--- config.mk ---
export PLATFORM = sky130hd
export DESIGN_NAME = indented_tree_text_parser_unit
export DESIGN_NICKNAME = d
export VERILOG_FILES = /design/src/hw/rtl/itp_pkg.sv /design/src/hw/rtl/itp_front.sv /design/src/hw/rtl/itp_outq.sv /design/src/hw/rtl/itp_back.sv /design/src/hw/rtl/indented_tree_text_parser_unit.sv
export SDC_FILE = /design/constraint.sdc
export NUM_CORES = 2
export LEC_CHECK = 0
export ABC_AREA = 1
export BUFFER_PORTS_ARGS = -buffer_cell sky130_fd_sc_hd__clkbuf_2
export CELL_PAD_IN_SITES_DETAIL_PLACEMENT = 1
export CELL_PAD_IN_SITES_GLOBAL_PLACEMENT = 1
export CORE_AREA = 2 2 383 385
export CTS_CLUSTER_SIZE = 12
export DETAILED_ROUTE_END_ITERATION = 10
export DIE_AREA = 0 0 385 387
export GPL_ROUTABILITY_DRIVEN = 0
export HOLD_SLACK_MARGIN = 0.02
export PLACE_DENSITY = 0.78
export SYNTH_ARGS = -nofsm -noshare
export SYNTH_HDL_FRONTEND = slang
export SYNTH_HIERARCHICAL = 1
export SYNTH_SLANG_ARGS = --single-unit
--- constraint.sdc ---
create_clock -name clk -period 9.6 [get_ports clk]
set_clock_uncertainty 0.05 [all_clocks]
set_input_delay 1.92 -clock clk [delete_from_list [all_inputs] [get_ports clk]]
set_output_delay 1.92 -clock clk [all_outputs]
set_load 0.01 [all_outputs]
--- src/hw/rtl/itp_pkg.sv ---
// Shared types and constants of the indented tree text parser.
// Holds the input and result word formats and the configuration port format.
// Used by every module of the parser.
package itp_pkg;

	localparam logic [7:0] CH_LF    = 8'h0A;
	localparam logic [7:0] CH_CR    = 8'h0D;
	localparam logic [7:0] CH_BLANK = 8'h20;
	localparam logic [7:0] CH_TAB   = 8'h09;

	localparam logic [1:0] EV_NODE   = 2'd0;
	localparam logic [1:0] EV_ERROR  = 2'd1;
	localparam logic [1:0] EV_FINISH = 2'd2;

	localparam logic [1:0] ST_OK        = 2'd0;
	localparam logic [1:0] ST_BAD_NAME  = 2'd1;
	localparam logic [1:0] ST_BAD_DEPTH = 2'd2;
	localparam logic [1:0] ST_TOKEN_LEN = 2'd3;

	localparam int CFG_IDX_W  = 2;
	localparam int CFG_DATA_W = 8;
	localparam logic [CFG_IDX_W-1:0] REG_TRIM_MODE     = 2'd0;
	localparam logic [CFG_IDX_W-1:0] REG_STOP_ON_ERROR = 2'd1;

	typedef struct packed {
		logic [7:0] char_byte;
		logic       end_of_text;
	} in_word_t;

	// Input word with the classification done by the front part.
	typedef struct packed {
		logic [7:0] char_byte;
		logic       end_of_text;
		logic       is_lf;
		logic       is_nl;
	} cls_word_t;

	typedef struct packed {
		logic [1:0]  event_kind;
		logic [1:0]  status_code;
		logic [7:0]  indent_depth;
		logic [31:0] name_start;
		logic [31:0] name_stop;
		logic        has_value;
		logic [31:0] value_start;
		logic [31:0] value_stop;
		logic [31:0] line_number;
		logic        last_result;
	} out_word_t;

	typedef struct packed {
		logic [3:0] trim_mode;
		logic       stop_on_error;
	} cfg_t;

endpackage

--- src/hw/rtl/itp_front.sv ---
// Front part of the parser: a two-word input queue that classifies bytes.
// Depends on itp_pkg for the word formats.
module itp_front (
	input  logic              clk,
	input  logic              arst_n,
	input  logic              push,
	output logic              full,
	input  itp_pkg::in_word_t item,
	output logic              head_valid,
	output itp_pkg::cls_word_t head,
	input  logic              head_pop
);

	itp_pkg::cls_word_t mem_q [2];
	logic               wp_q;
	logic               rp_q;
	logic [1:0]         cnt_q;
	itp_pkg::cls_word_t cls;
	logic               do_push;
	logic               do_pop;

	always_comb begin
		cls.char_byte   = item.char_byte;
		cls.end_of_text = item.end_of_text;
		cls.is_lf       = (item.char_byte == itp_pkg::CH_LF);
		cls.is_nl       = (item.char_byte == itp_pkg::CH_LF) || (item.char_byte == itp_pkg::CH_CR);
	end

	assign full       = (cnt_q == 2'd2);
	assign head_valid = (cnt_q != 2'd0);
	assign head       = mem_q[rp_q];
	assign do_push    = push && !full;
	assign do_pop     = head_pop && head_valid;

	always_ff @(posedge clk) begin
		if (do_push) begin
			mem_q[wp_q] <= cls;
		end
	end

	always_ff @(posedge clk or negedge arst_n) begin
		if (!arst_n) begin
			wp_q  <= 1'b0;
			rp_q  <= 1'b0;
			cnt_q <= 2'd0;
		end else begin
			if (do_push) begin
				wp_q <= ~wp_q;
			end
			if (do_pop) begin
				rp_q <= ~rp_q;
			end
			cnt_q <= cnt_q + {1'b0, do_push} - {1'b0, do_pop};
		end
	end

endmodule

--- src/hw/rtl/itp_outq.sv ---
// Result queue of the parser: takes up to two words a cycle while it has room, gives one.
// Depends on itp_pkg for the result word format.
module itp_outq (
	input  logic               clk,
	input  logic               arst_n,
	input  logic               wr0,
	input  logic               wr1,
	input  itp_pkg::out_word_t wd0,
	input  itp_pkg::out_word_t wd1,
	output logic               room,
	output logic               empty,
	input  logic               pop,
	output itp_pkg::out_word_t result
);

	itp_pkg::out_word_t mem_q [4];
	logic [1:0]         wp_q;
	logic [1:0]         rp_q;
	logic [2:0]         cnt_q;
	logic               do_pop;
	logic [2:0]         n_wr;

	assign room   = (cnt_q <= 3'd2);
	assign empty  = (cnt_q == 3'd0);
	assign result = mem_q[rp_q];
	assign do_pop = pop && !empty;
	assign n_wr   = {2'b0, wr0} + {2'b0, wr1};

	always_ff @(posedge clk) begin
		if (wr0) begin
			mem_q[wp_q] <= wd0;
		end
		if (wr1) begin
			mem_q[wp_q + 2'd1] <= wd1;
		end
	end

	always_ff @(posedge clk or negedge arst_n) begin
		if (!arst_n) begin
			wp_q  <= 2'd0;
			rp_q  <= 2'd0;
			cnt_q <= 3'd0;
		end else begin
			wp_q  <= wp_q + n_wr[1:0];
			if (do_pop) begin
				rp_q <= rp_q + 2'd1;
			end
			cnt_q <= cnt_q + n_wr - {2'b0, do_pop};
		end
	end

	a_no_overflow: assert property (@(posedge clk) disable iff (!arst_n)
		cnt_q <= 3'd4) else $error("result queue overflow");
	a_pair_order: assert property (@(posedge clk) disable iff (!arst_n)
		wr1 |-> wr0) else $error("second result written without first");
	a_room_on_write: assert property (@(posedge clk) disable iff (!arst_n)
		wr0 |-> room) else $error("result written without room");

endmodule

--- src/hw/rtl/itp_back.sv ---
// Back part of the parser: line state machine, indent matching and replay.
// Depends on itp_pkg; feeds the result queue with complete per-item result sets.
module itp_back #(
	parameter int MAX_TOKEN_BYTES = 16,
	parameter int MAX_DEPTH       = 255,
	parameter int OFFSET_BITS     = 32
) (
	input  logic               clk,
	input  logic               arst_n,
	input  itp_pkg::cfg_t      cfg,
	input  logic               in_valid,
	input  itp_pkg::cls_word_t in_word,
	output logic               in_pop,
	input  logic               out_room,
	output logic               wr0,
	output logic               wr1,
	output itp_pkg::out_word_t wd0,
	output itp_pkg::out_word_t wd1
);

	localparam int TLW = $clog2(MAX_TOKEN_BYTES + 1);
	localparam int TIW = (MAX_TOKEN_BYTES > 1) ? $clog2(MAX_TOKEN_BYTES) : 1;
	localparam int DW  = $clog2(MAX_DEPTH + 1);
	localparam int OB  = OFFSET_BITS;
	localparam logic [TLW-1:0] TOK_MAX = TLW'(MAX_TOKEN_BYTES);
	localparam logic [DW-1:0]  DEP_MAX = DW'(MAX_DEPTH);

	typedef enum logic [2:0] {
		PH_FIRST, PH_TOKEN, PH_INDENT, PH_LINE, PH_NAME, PH_LEAD, PH_VALUE, PH_SKIP
	} phase_t;

	typedef struct packed {
		logic               vld;
		itp_pkg::out_word_t w;
	} pend_t;

	function automatic logic [31:0] to32(input logic [OB-1:0] x);
		logic [OB+31:0] t;
		t = {32'b0, x};
		return t[31:0];
	endfunction

	logic [7:0]    tok_q [MAX_TOKEN_BYTES];
	logic [TLW-1:0] tok_len_q;
	logic [OB-1:0]  pos_q;
	logic [31:0]    line_q;
	logic [DW:0]    prev1_q;
	phase_t         phase_q;
	logic [TIW-1:0] match_q;
	logic [DW-1:0]  depth_q;
	logic [OB-1:0]  hns_q, hne_q, hvs_q, lkp_q;
	logic           cr_q;
	logic           halted_q;
	logic           rp_q;
	logic [TIW-1:0] rp_idx_q;
	logic [TIW-1:0] rp_len_q;
	pend_t          pend_q;

	logic [TLW-1:0] tok_len_n;
	logic [OB-1:0]  pos_n;
	logic [31:0]    line_n;
	logic [DW:0]    prev1_n;
	phase_t         phase_n;
	logic [TIW-1:0] match_n;
	logic [DW-1:0]  depth_n;
	logic [OB-1:0]  hns_n, hne_n, hvs_n, lkp_n;
	logic           cr_n, halted_n, rp_n;
	logic [TIW-1:0] rp_idx_n, rp_len_n;
	pend_t          pend_n;
	logic           tok_we;
	logic [TIW-1:0] tok_wa;
	logic [7:0]     tok_wd;

	logic [TIW-1:0] rd_idx;
	logic [7:0]     tok_rd;
	logic           go;
	logic           match_ok;
	logic [TLW-1:0] match_inc;
	logic           cb_en;
	phase_t         cb_ph;
	logic [7:0]     cb_c;
	logic [OB-1:0]  cb_p;
	logic           c_nl, c_blank, c_tab, c_lt, c_rt;
	phase_t         nd_ph;
	logic [OB-1:0]  nd_p;
	itp_pkg::out_word_t node_w, err_w, fin_w;
	logic [DW+7:0]  depth_ext;
	logic           e0_v, e1_v;
	itp_pkg::out_word_t e0, e1, cb_err;
	logic           cb_err_v;

	assign rd_idx    = rp_q ? rp_idx_q : match_q;
	assign tok_rd    = tok_q[rd_idx];
	assign go        = in_valid && out_room && !rp_q;
	assign match_inc = TLW'(match_q) + TLW'(1);
	assign match_ok  = (TLW'(match_q) < tok_len_q) && (tok_rd == in_word.char_byte);

	// Selects which byte, if any, goes through the line content logic this cycle.
	always_comb begin
		cb_en = 1'b0;
		cb_ph = phase_q;
		cb_c  = in_word.char_byte;
		cb_p  = pos_q;
		if (rp_q) begin
			cb_en = 1'b1;
			cb_c  = tok_rd;
			cb_p  = pos_q - OB'(rp_len_q) + OB'(rp_idx_q);
		end else if (go && !in_word.end_of_text && !halted_q && !(cr_q && in_word.is_lf)) begin
			if (phase_q == PH_INDENT) begin
				if (!match_ok && match_q == '0) begin
					cb_en = 1'b1;
					cb_ph = PH_LINE;
				end
			end else if (phase_q != PH_FIRST && phase_q != PH_TOKEN) begin
				cb_en = 1'b1;
			end
		end
	end

	assign c_nl    = (cb_c == itp_pkg::CH_LF) || (cb_c == itp_pkg::CH_CR);
	assign c_blank = (cb_c == itp_pkg::CH_BLANK);
	assign c_tab   = (cb_c == itp_pkg::CH_TAB);
	assign c_lt    = (c_blank && cfg.trim_mode[0]) || (c_tab && cfg.trim_mode[2]);
	assign c_rt    = (c_blank && cfg.trim_mode[1]) || (c_tab && cfg.trim_mode[3]);

	assign nd_ph     = cb_en ? cb_ph : phase_q;
	assign nd_p      = cb_en ? cb_p : pos_q;
	assign depth_ext = {8'b0, depth_q};

	always_comb begin
		node_w              = '0;
		node_w.event_kind   = itp_pkg::EV_NODE;
		node_w.status_code  = itp_pkg::ST_OK;
		node_w.indent_depth = (depth_ext > (DW+8)'(255)) ? 8'hFF : depth_ext[7:0];
		node_w.name_start   = to32(hns_q);
		node_w.name_stop    = (nd_ph == PH_NAME) ? to32(nd_p) : to32(hne_q);
		node_w.line_number  = line_q;
		if (nd_ph == PH_VALUE && lkp_q != hvs_q) begin
			node_w.has_value   = 1'b1;
			node_w.value_start = to32(hvs_q);
			node_w.value_stop  = to32(lkp_q);
		end
		err_w             = '0;
		err_w.event_kind  = itp_pkg::EV_ERROR;
		err_w.line_number = line_q;
		fin_w             = '0;
		fin_w.event_kind  = itp_pkg::EV_FINISH;
	end

	always_comb begin
		tok_len_n = tok_len_q;
		pos_n     = pos_q;
		line_n    = line_q;
		prev1_n   = prev1_q;
		phase_n   = phase_q;
		match_n   = match_q;
		depth_n   = depth_q;
		hns_n     = hns_q;
		hne_n     = hne_q;
		hvs_n     = hvs_q;
		lkp_n     = lkp_q;
		cr_n      = cr_q;
		halted_n  = halted_q;
		rp_n      = rp_q;
		rp_idx_n  = rp_idx_q;
		rp_len_n  = rp_len_q;
		pend_n    = pend_q;
		tok_we    = 1'b0;
		tok_wa    = '0;
		tok_wd    = in_word.char_byte;
		in_pop    = 1'b0;
		e0_v      = 1'b0;
		e1_v      = 1'b0;
		e0        = node_w;
		e1        = fin_w;
		cb_err_v  = 1'b0;
		cb_err    = err_w;

		if (rp_q) begin
			rp_idx_n = rp_idx_q + TIW'(1);
			if ((TIW+1)'(rp_idx_q) + (TIW+1)'(1) == (TIW+1)'(rp_len_q)) begin
				rp_n = 1'b0;
			end
		end else if (go) begin
			in_pop = 1'b1;
			pos_n  = pos_q + OB'(1);
			if (in_word.end_of_text) begin
				pos_n = pos_q;
				if (!halted_q && phase_q == PH_INDENT && match_q != '0) begin
					// Take back the partial indent before closing the text.
					in_pop   = 1'b0;
					rp_n     = 1'b1;
					rp_idx_n = '0;
					rp_len_n = match_q;
					phase_n  = PH_LINE;
					match_n  = '0;
				end else begin
					if (!halted_q && (phase_q == PH_NAME || phase_q == PH_LEAD ||
						phase_q == PH_VALUE)) begin
						e0_v = 1'b1;
						e1_v = 1'b1;
					end else begin
						e0_v = 1'b1;
						e0   = fin_w;
					end
					tok_len_n = '0;
					pos_n     = '0;
					line_n    = 32'd2;
					prev1_n   = '0;
					phase_n   = PH_FIRST;
					match_n   = '0;
					depth_n   = '0;
					hns_n     = '0;
					hne_n     = '0;
					hvs_n     = '0;
					lkp_n     = '0;
					cr_n      = 1'b0;
					halted_n  = 1'b0;
				end
			end else if (halted_q) begin
				cr_n = cr_q;
			end else if (cr_q && in_word.is_lf) begin
				cr_n = 1'b0;
			end else begin
				cr_n = 1'b0;
				unique case (phase_q)
					PH_FIRST: begin
						tok_we    = 1'b1;
						tok_len_n = TLW'(1);
						if (in_word.is_nl) begin
							tok_wd  = itp_pkg::CH_TAB;
							phase_n = PH_INDENT;
							line_n  = 32'd2;
							cr_n    = !in_word.is_lf;
						end else begin
							phase_n = PH_TOKEN;
						end
					end
					PH_TOKEN: begin
						if (in_word.is_nl) begin
							phase_n = PH_INDENT;
							line_n  = 32'd2;
							cr_n    = !in_word.is_lf;
						end else if (tok_len_q >= TOK_MAX) begin
							e0_v             = 1'b1;
							e0               = err_w;
							e0.status_code   = itp_pkg::ST_TOKEN_LEN;
							e0.line_number   = 32'd1;
							halted_n         = 1'b1;
						end else begin
							tok_we    = 1'b1;
							tok_wa    = tok_len_q[TIW-1:0];
							tok_len_n = tok_len_q + TLW'(1);
						end
					end
					PH_INDENT: begin
						if (match_ok) begin
							if (match_inc >= tok_len_q) begin
								match_n = '0;
								if (depth_q < DEP_MAX) begin
									depth_n = depth_q + DW'(1);
								end
							end else begin
								match_n = match_inc[TIW-1:0];
							end
						end else if (match_q != '0) begin
							// Replay the matched bytes first; the item stays queued.
							in_pop   = 1'b0;
							pos_n    = pos_q;
							rp_n     = 1'b1;
							rp_idx_n = '0;
							rp_len_n = match_q;
							phase_n  = PH_LINE;
							match_n  = '0;
						end
					end
					default: begin
					end
				endcase
			end
		end

		// Line content logic, shared by replayed and incoming bytes.
		if (cb_en) begin
			if (c_nl) begin
				if (cb_ph == PH_NAME || cb_ph == PH_LEAD || cb_ph == PH_VALUE) begin
					e0_v    = 1'b1;
					e0      = node_w;
					prev1_n = (DW+1)'(depth_q) + (DW+1)'(1);
				end
				line_n  = line_q + 32'd1;
				phase_n = PH_INDENT;
				match_n = '0;
				depth_n = '0;
				cr_n    = (cb_c == itp_pkg::CH_CR);
			end else begin
				unique case (cb_ph)
					PH_LINE: begin
						if (c_blank || c_tab) begin
							cb_err_v           = 1'b1;
							cb_err.status_code = itp_pkg::ST_BAD_NAME;
						end else if ((DW+1)'(depth_q) > prev1_q) begin
							cb_err_v           = 1'b1;
							cb_err.status_code = itp_pkg::ST_BAD_DEPTH;
						end else begin
							hns_n   = cb_p;
							phase_n = PH_NAME;
						end
					end
					PH_NAME: begin
						if (c_blank) begin
							hne_n   = cb_p;
							phase_n = PH_LEAD;
						end
					end
					PH_LEAD: begin
						if (!c_lt) begin
							hvs_n   = cb_p;
							lkp_n   = c_rt ? cb_p : cb_p + OB'(1);
							phase_n = PH_VALUE;
						end
					end
					PH_VALUE: begin
						if (!c_rt) begin
							lkp_n = cb_p + OB'(1);
						end
					end
					default: begin
					end
				endcase
				if (cb_err_v) begin
					if (cfg.stop_on_error) begin
						halted_n = 1'b1;
						if (rp_q) begin
							rp_n = 1'b0;
						end
					end else begin
						phase_n = PH_SKIP;
					end
					if (rp_q) begin
						pend_n.vld = 1'b1;
						pend_n.w   = cb_err;
					end else begin
						e0_v = 1'b1;
						e0   = cb_err;
					end
				end
			end
		end

		// All results of one item leave together, so the last one can be marked.
		wr0 = 1'b0;
		wr1 = 1'b0;
		wd0 = e0;
		wd1 = e1;
		if (in_pop) begin
			if (pend_q.vld) begin
				wd0    = pend_q.w;
				wd1    = e0;
				wr0    = 1'b1;
				wr1    = e0_v;
				pend_n = '0;
			end else begin
				wr0 = e0_v;
				wr1 = e1_v;
			end
			if (wr1) begin
				wd1.last_result = 1'b1;
			end else begin
				wd0.last_result = 1'b1;
			end
		end
	end

	always_ff @(posedge clk) begin
		if (tok_we) begin
			tok_q[tok_wa] <= tok_wd;
		end
	end

	always_ff @(posedge clk or negedge arst_n) begin
		if (!arst_n) begin
			tok_len_q <= '0;
			pos_q     <= '0;
			line_q    <= 32'd2;
			prev1_q   <= '0;
			phase_q   <= PH_FIRST;
			match_q   <= '0;
			depth_q   <= '0;
			hns_q     <= '0;
			hne_q     <= '0;
			hvs_q     <= '0;
			lkp_q     <= '0;
			cr_q      <= 1'b0;
			halted_q  <= 1'b0;
			rp_q      <= 1'b0;
			rp_idx_q  <= '0;
			rp_len_q  <= '0;
			pend_q    <= '0;
		end else begin
			tok_len_q <= tok_len_n;
			pos_q     <= pos_n;
			line_q    <= line_n;
			prev1_q   <= prev1_n;
			phase_q   <= phase_n;
			match_q   <= match_n;
			depth_q   <= depth_n;
			hns_q     <= hns_n;
			hne_q     <= hne_n;
			hvs_q     <= hvs_n;
			lkp_q     <= lkp_n;
			cr_q      <= cr_n;
			halted_q  <= halted_n;
			rp_q      <= rp_n;
			rp_idx_q  <= rp_idx_n;
			rp_len_q  <= rp_len_n;
			pend_q    <= pend_n;
		end
	end

	a_replay_holds_item: assert property (@(posedge clk) disable iff (!arst_n)
		rp_q |-> in_valid) else $error("replay without a queued item");
	a_no_replay_halted: assert property (@(posedge clk) disable iff (!arst_n)
		halted_q |-> !rp_q) else $error("replay while halted");
	a_pend_in_replay: assert property (@(posedge clk) disable iff (!arst_n)
		pend_q.vld |-> (rp_q || in_valid)) else $error("held error without item");
	a_pop_not_in_replay: assert property (@(posedge clk) disable iff (!arst_n)
		rp_q |-> !in_pop) else $error("item popped during replay");

endmodule

--- src/hw/rtl/indented_tree_text_parser_unit.sv ---
// Top level of the indented tree text parser.
// Instantiates itp_front, itp_back and itp_outq; uses itp_pkg types.
//
//   channel   | handshake          | word
//   ----------+--------------------+--------------------------------------
//   input     | push / full        | item   (char_byte, end_of_text)
//   result    | empty / pop        | result (node, error or finished event)
//   config    | cfg_valid/cfg_ready| cfg_index, cfg_data
//
// The back part handles an item combinationally and pops it once the result
// queue has room. A partly matched indent token is replayed byte by byte
// from the single token store read port, while the breaking item stays queued.
// Reset clears all parse state; no clearing pass is needed.
// Input and result sides stall on their own through the two queues.
module indented_tree_text_parser_unit #(
	parameter int MAX_TOKEN_BYTES = 16,
	parameter int MAX_DEPTH       = 255,
	parameter int OFFSET_BITS     = 32
) (
	input  logic                                 clk,
	input  logic                                 arst_n,
	input  logic                                 push,
	output logic                                 full,
	input  itp_pkg::in_word_t                    item,
	output logic                                 empty,
	input  logic                                 pop,
	output itp_pkg::out_word_t                   result,
	input  logic                                 cfg_valid,
	output logic                                 cfg_ready,
	input  logic [itp_pkg::CFG_IDX_W-1:0]        cfg_index,
	input  logic [itp_pkg::CFG_DATA_W-1:0]       cfg_data
);

	itp_pkg::cfg_t      cfg_q;
	logic               head_valid;
	itp_pkg::cls_word_t head;
	logic               head_pop;
	logic               room;
	logic               wr0, wr1;
	itp_pkg::out_word_t wd0, wd1;

	assign cfg_ready = 1'b1;

	always_ff @(posedge clk or negedge arst_n) begin
		if (!arst_n) begin
			cfg_q.trim_mode     <= 4'd0;
			cfg_q.stop_on_error <= 1'b1;
		end else if (cfg_valid && cfg_ready) begin
			if (cfg_index == itp_pkg::REG_TRIM_MODE) begin
				cfg_q.trim_mode <= cfg_data[3:0];
			end else if (cfg_index == itp_pkg::REG_STOP_ON_ERROR) begin
				cfg_q.stop_on_error <= cfg_data[0];
			end
		end
	end

	itp_front u_front (
		.clk        (clk),
		.arst_n     (arst_n),
		.push       (push),
		.full       (full),
		.item       (item),
		.head_valid (head_valid),
		.head       (head),
		.head_pop   (head_pop)
	);

	itp_back #(
		.MAX_TOKEN_BYTES (MAX_TOKEN_BYTES),
		.MAX_DEPTH       (MAX_DEPTH),
		.OFFSET_BITS     (OFFSET_BITS)
	) u_back (
		.clk      (clk),
		.arst_n   (arst_n),
		.cfg      (cfg_q),
		.in_valid (head_valid),
		.in_word  (head),
		.in_pop   (head_pop),
		.out_room (room),
		.wr0      (wr0),
		.wr1      (wr1),
		.wd0      (wd0),
		.wd1      (wd1)
	);

	itp_outq u_outq (
		.clk    (clk),
		.arst_n (arst_n),
		.wr0    (wr0),
		.wr1    (wr1),
		.wd0    (wd0),
		.wd1    (wd1),
		.room   (room),
		.empty  (empty),
		.pop    (pop),
		.result (result)
	);

endmodule

==> summary.md <==
| Metric | Value |
|---|---|
| Max FO, Critical Path | `43` |
| Final antenna-violating net count | `0` |
| Total routed wirelength | `231000 µm` |
| Simple-Gate Fraction of Synth Area | `23.1%` |
| Power density cells | `282 nW/µm²` |
| Post-DP HPWL | `142000 µm` |
| Min Tclk post-route | `7.10 ns` |
| Synth Area in Adders | `1.79%` |
| GRT Residual Overflow | `0` |
| Synthesized area | `69000 µm²` |
| Fin. Hold Viols | `0` |
| Drt first pass iters | `6` |
| CTS Buffer Depth | `3` |
| Die width | `385 µm` |
| VDD IR max | `233 µV` |
| Die height | `387 µm` |
| CTS tree | `done` |
| Post-CTS setup buffers | `0` |
| Die area | `149000 µm²` |
| Worst R2R Path Depth | `25` |
| Std cell rows | `140` |
| Reg-to-reg startpoint | `u_back/rp_q$_DFF_PN0_` |
| Iter 0 DRT Violations | `4950` |
| Syn Area/Cell | `8.11 µm²` |
| CP Data Required Time | `10.00 ns` |
| Ys Warns | `6` |
| Routed len/inst | `22.1 µm` |
| First-pass GRT wire length | `357000 µm` |
| Worst min path class | `reg2reg` |
| Achievable frequency | `141 MHz` |
| Nets | `8559` |
| Max Slew Vio Count | `33` |
| R2R Setup Slk | `2.50 ns` |
| Worst slew margin relative to its limit | `-2.42%` |
| Syn Nets | `8630` |
| Fin crit share | `73.9%` |
| CTS clk-pin slew, worst paths | `0.06 ns` |
| Place WS | `2.56 ns` |
| Root buffer cell | `clkbuf_16` |
| GR Util met3 | `4.49%` |
| CTS Hold Bufs | `0` |
| Synth area leader | `edfxtp_1` |
| Area of the core | `145000 µm²` |
| DR DRC count | `0` |
| Worst Setup Path Type | `reg2reg` |
| CP startpoint kind | `flop` |
| Cells after DPL | `10209` |
| Num CTS Buffers | `144` |
| Compound-Gate Fraction of Synth Area | `13.8%` |
| Most used DFF post-synth | `edfxtp_1` |
| Top cell type's share of synthesized area | `36.8%` |
| Area Overhead vs Synth | `10.1%` |
| Initial antenna violation count | `4` |
| Top post-synthesis cells by area | `edfxtp_1 37%, dfrtp_1 15%, nand2_1 12%, o21ai_0 9.7%, nor2_1 4.8%` |
| Hold depth | `2` |
| Final number of setup-violating endpoints | `0` |
| Status | `finished with violations` |
| Worst-Skew Late Latency | `0.80 ns` |
| Yosys reg bits | `1269` |
| Mapped Cells | `8510` |
| Largest net degree at the start of global routing | `202` |
| M2 GR Usage | `52.3%` |
| Share of cells above drive strength 1 | `7.44%` |
| Largest family of logic cells by synthesized area | `simple AND/OR/NAND/NOR gates` |
| DR vias | `60587` |
| Initial Util | `47.7%` |
| Multiplexer share of the synthesized area | `0.0435%` |
| Max Cap Viol | `0` |
| Most Crowded Layer GR | `met2` |
| Vias in the first global route | `62609` |
| HP Start | `u_front/wp_q$_DFFE_PN0P_` |
| Vias per cell | `5.78` |
| Hold worst-path end | `u_front/wp_q$_DFFE_PN0P_` |
| Slew @ Worst Pin | `1.54 ns` |
| Synth Area in XOR/XNOR | `0.964%` |
| PortBufs | `195` |
| Reg2reg end | `u_outq/mem_q[3][117]$_DFFE_PP_` |
| Post-Layout Cell Count | `10481` |
| Lkg Pwr | `0.0301 µW` |
| Critical Path AT | `7.50 ns` |
| Setup_tns | `0 ns` |
| Violated checks | `slew limit` |
| Crit. End Element | `flop` |
| Post-synth cell types | `62` |
| IO Count | `201` |
| RSZ-0062 raised after global routing | `no` |
| Worst Setup Slack, final | `2.50 ns` |
| FFs w/ async S/R, synth | `33.3%` |
| CTS H-tree lvls | `4` |
| Overall routing resource usage | `30.8%` |
| GRT met1 Usage | `39.4%` |
| EDFF count, synth | `846` |
| Sink Count | `1269` |
| Sequential share of the synthesized area | `52.1%` |
| Post-CTS sizing | `0` |
[registers in the layout, summed over array words and instances, names as in the netlist, 8 cells and up]
register / flops
u_back/depth_q: 8
u_back/hne_q: 32
u_back/hns_q: 32
u_back/hvs_q: 32
u_back/line_q: 32
u_back/lkp_q: 32
u_back/pend_q: 175
u_back/pos_q: 32
u_back/prev1_q: 9
u_back/tok_q: 128
u_front/mem_q: 22
u_outq/mem_q: 696
[synthesized netlist by cell type, types with 4 or more instances]
library cell,instances
nor4_1,21
xor2_1,48
fa_1,5
buf_6,11
nand4_1,59
nor3_1,185
o21a_1,5
edfxtp_1,846
nand2_1,2290
inv_2,24
dfrtp_1,421
buf_2,202
inv_1,819
nand2_2,8
o22ai_1,25
o2111ai_1,6
a22oi_1,4
and2_1,4
a31oi_1,51
buf_4,41
buf_1,26
nor2_1,892
nand3_1,427
o21ai_0,1337
a21oi_1,173
o21ai_1,67
o21ai_2,4
o21bai_1,5
xnor2_1,28
o31ai_1,27
clkbuf_1,229
ha_1,91
nor2_2,10
o22ai_2,49
nand3_2,7
o211ai_1,8
nand3b_1,15
[area by class of cell]
type / count / area, µm²
tap: 1917 / 2400
sequential: 1269 / 36000
multi-input combinational: 5884 / 27600
clock buffer: 219 / 4260
timing repair buffer: 295 / 2080
fill: 17345 / 68800
clock inverter: 50 / 515
inverter: 845 / 3200
antenna: 2 / 5.00
[worst max-delay path by stage]
| stage | start | end | cells past startpoint |
|---|---|---|---|
| 5_1_grt | u_back/rp_q$_DFF_PN0_ | u_outq/mem_q[3][128]$_DFFE_PP_ | 25 |
| 3_3_place_gp | u_back/rp_q$_DFF_PN0_ | u_outq/mem_q[3][117]$_DFFE_PP_ | 25 |
| 2_1_floorplan | u_front/rp_q$_DFFE_PN0P_ | u_outq/mem_q[3][0]$_DFFE_PP_ | 23 |
| 6_report | u_back/rp_q$_DFF_PN0_ | u_outq/mem_q[3][117]$_DFFE_PP_ | 25 |
| 3_5_place_dp | u_back/rp_q$_DFF_PN0_ | u_outq/mem_q[3][117]$_DFFE_PP_ | 25 |
| 4_1_cts | u_back/rp_q$_DFF_PN0_ | u_outq/mem_q[3][117]$_DFFE_PP_ | 25 |
[worst max-delay path, cell delays in order (launching register included)]
cell and delay [ns]:
dfrtp_2 0.41, buf_4 0.28, inv_2 0.13, buf_4 0.54, nand2_1 0.30, nand2_4 0.47, nand2_1 0.10, nand3_1 0.09
nand3_1 0.11, nand3_1 0.23, nand2_1 0.10, nand2_1 0.07, nand2_1 0.05, nand2_1 0.07, nor2_1 0.05, nand3_2 0.18
nand2_1 0.15, nand2_2 0.43, nand3_1 0.69, nand3_1 0.41, nand2_1 0.08, a21oi_1 0.18, buf_4 0.22, nand3_4 0.14
nand2_4 0.66, buf_4 0.48
[power breakdown]
group          switching, µW  leakage (µW)  internal, µW
clock network           2310       0.00233          3270
registers                450        0.0135          6760
logic                   6340        0.0142          2280
[kinds of logic after synthesis]
logic type | Yosys count
buffers and inverters | 1357
xor gates and xnor gates | 76
adders and majority gates | 96
other | 1
AOI/OAI and AO/OA | 1775
muxes | 3
and+or+nand+nor | 3933
DFF | 1269
[cell usage in the layout, fill, tap and decap left out, drive strengths merged, types with 4 or more instances in the layout]
cell,instances
o21a,5
o2111ai,6
buf,100
nand3,434
nor4,21
dfrtp,421
a21oi,174
nand3b,15
o22ai,74
inv,847
nand2,2301
ha,91
o211ai,8
fa,5
clkinv,38
and2,4
clkbuf,414
edfxtp,846
a22oi,4
xnor2,28
o31ai,27
or2,6
xor2,48
o21ai,1409
a31oi,51
nor2,904
bufinv,7
o21bai,5
nor3,186
nand4,60
[through the flow]
stage	area (µm²)	hold WS [ns]	util, %	power [µW]
finish	76000	0.430	52.5	21400
global route	76000	0.460	52.5	22600
CTS	76000	0.433	52.5	21500
detailed placement	71200	0.416	49.2	15800
global placement	71200	0.413	49.2	15500
floorplan	69000	0.392	-	12500
[layer usage]
layer / vias up / part of all wire (%) / wire length [µm]
met3: 482 / 5.7 / 13200
met5: - / 0.016 / 38
li1: 28012 / - / -
met2: 1764 / 49 / 112000
met4: 6 / 4.0 / 9270
met1: 30323 / 42 / 96500
Note: power is estimated with default switching activity, not from simulation.
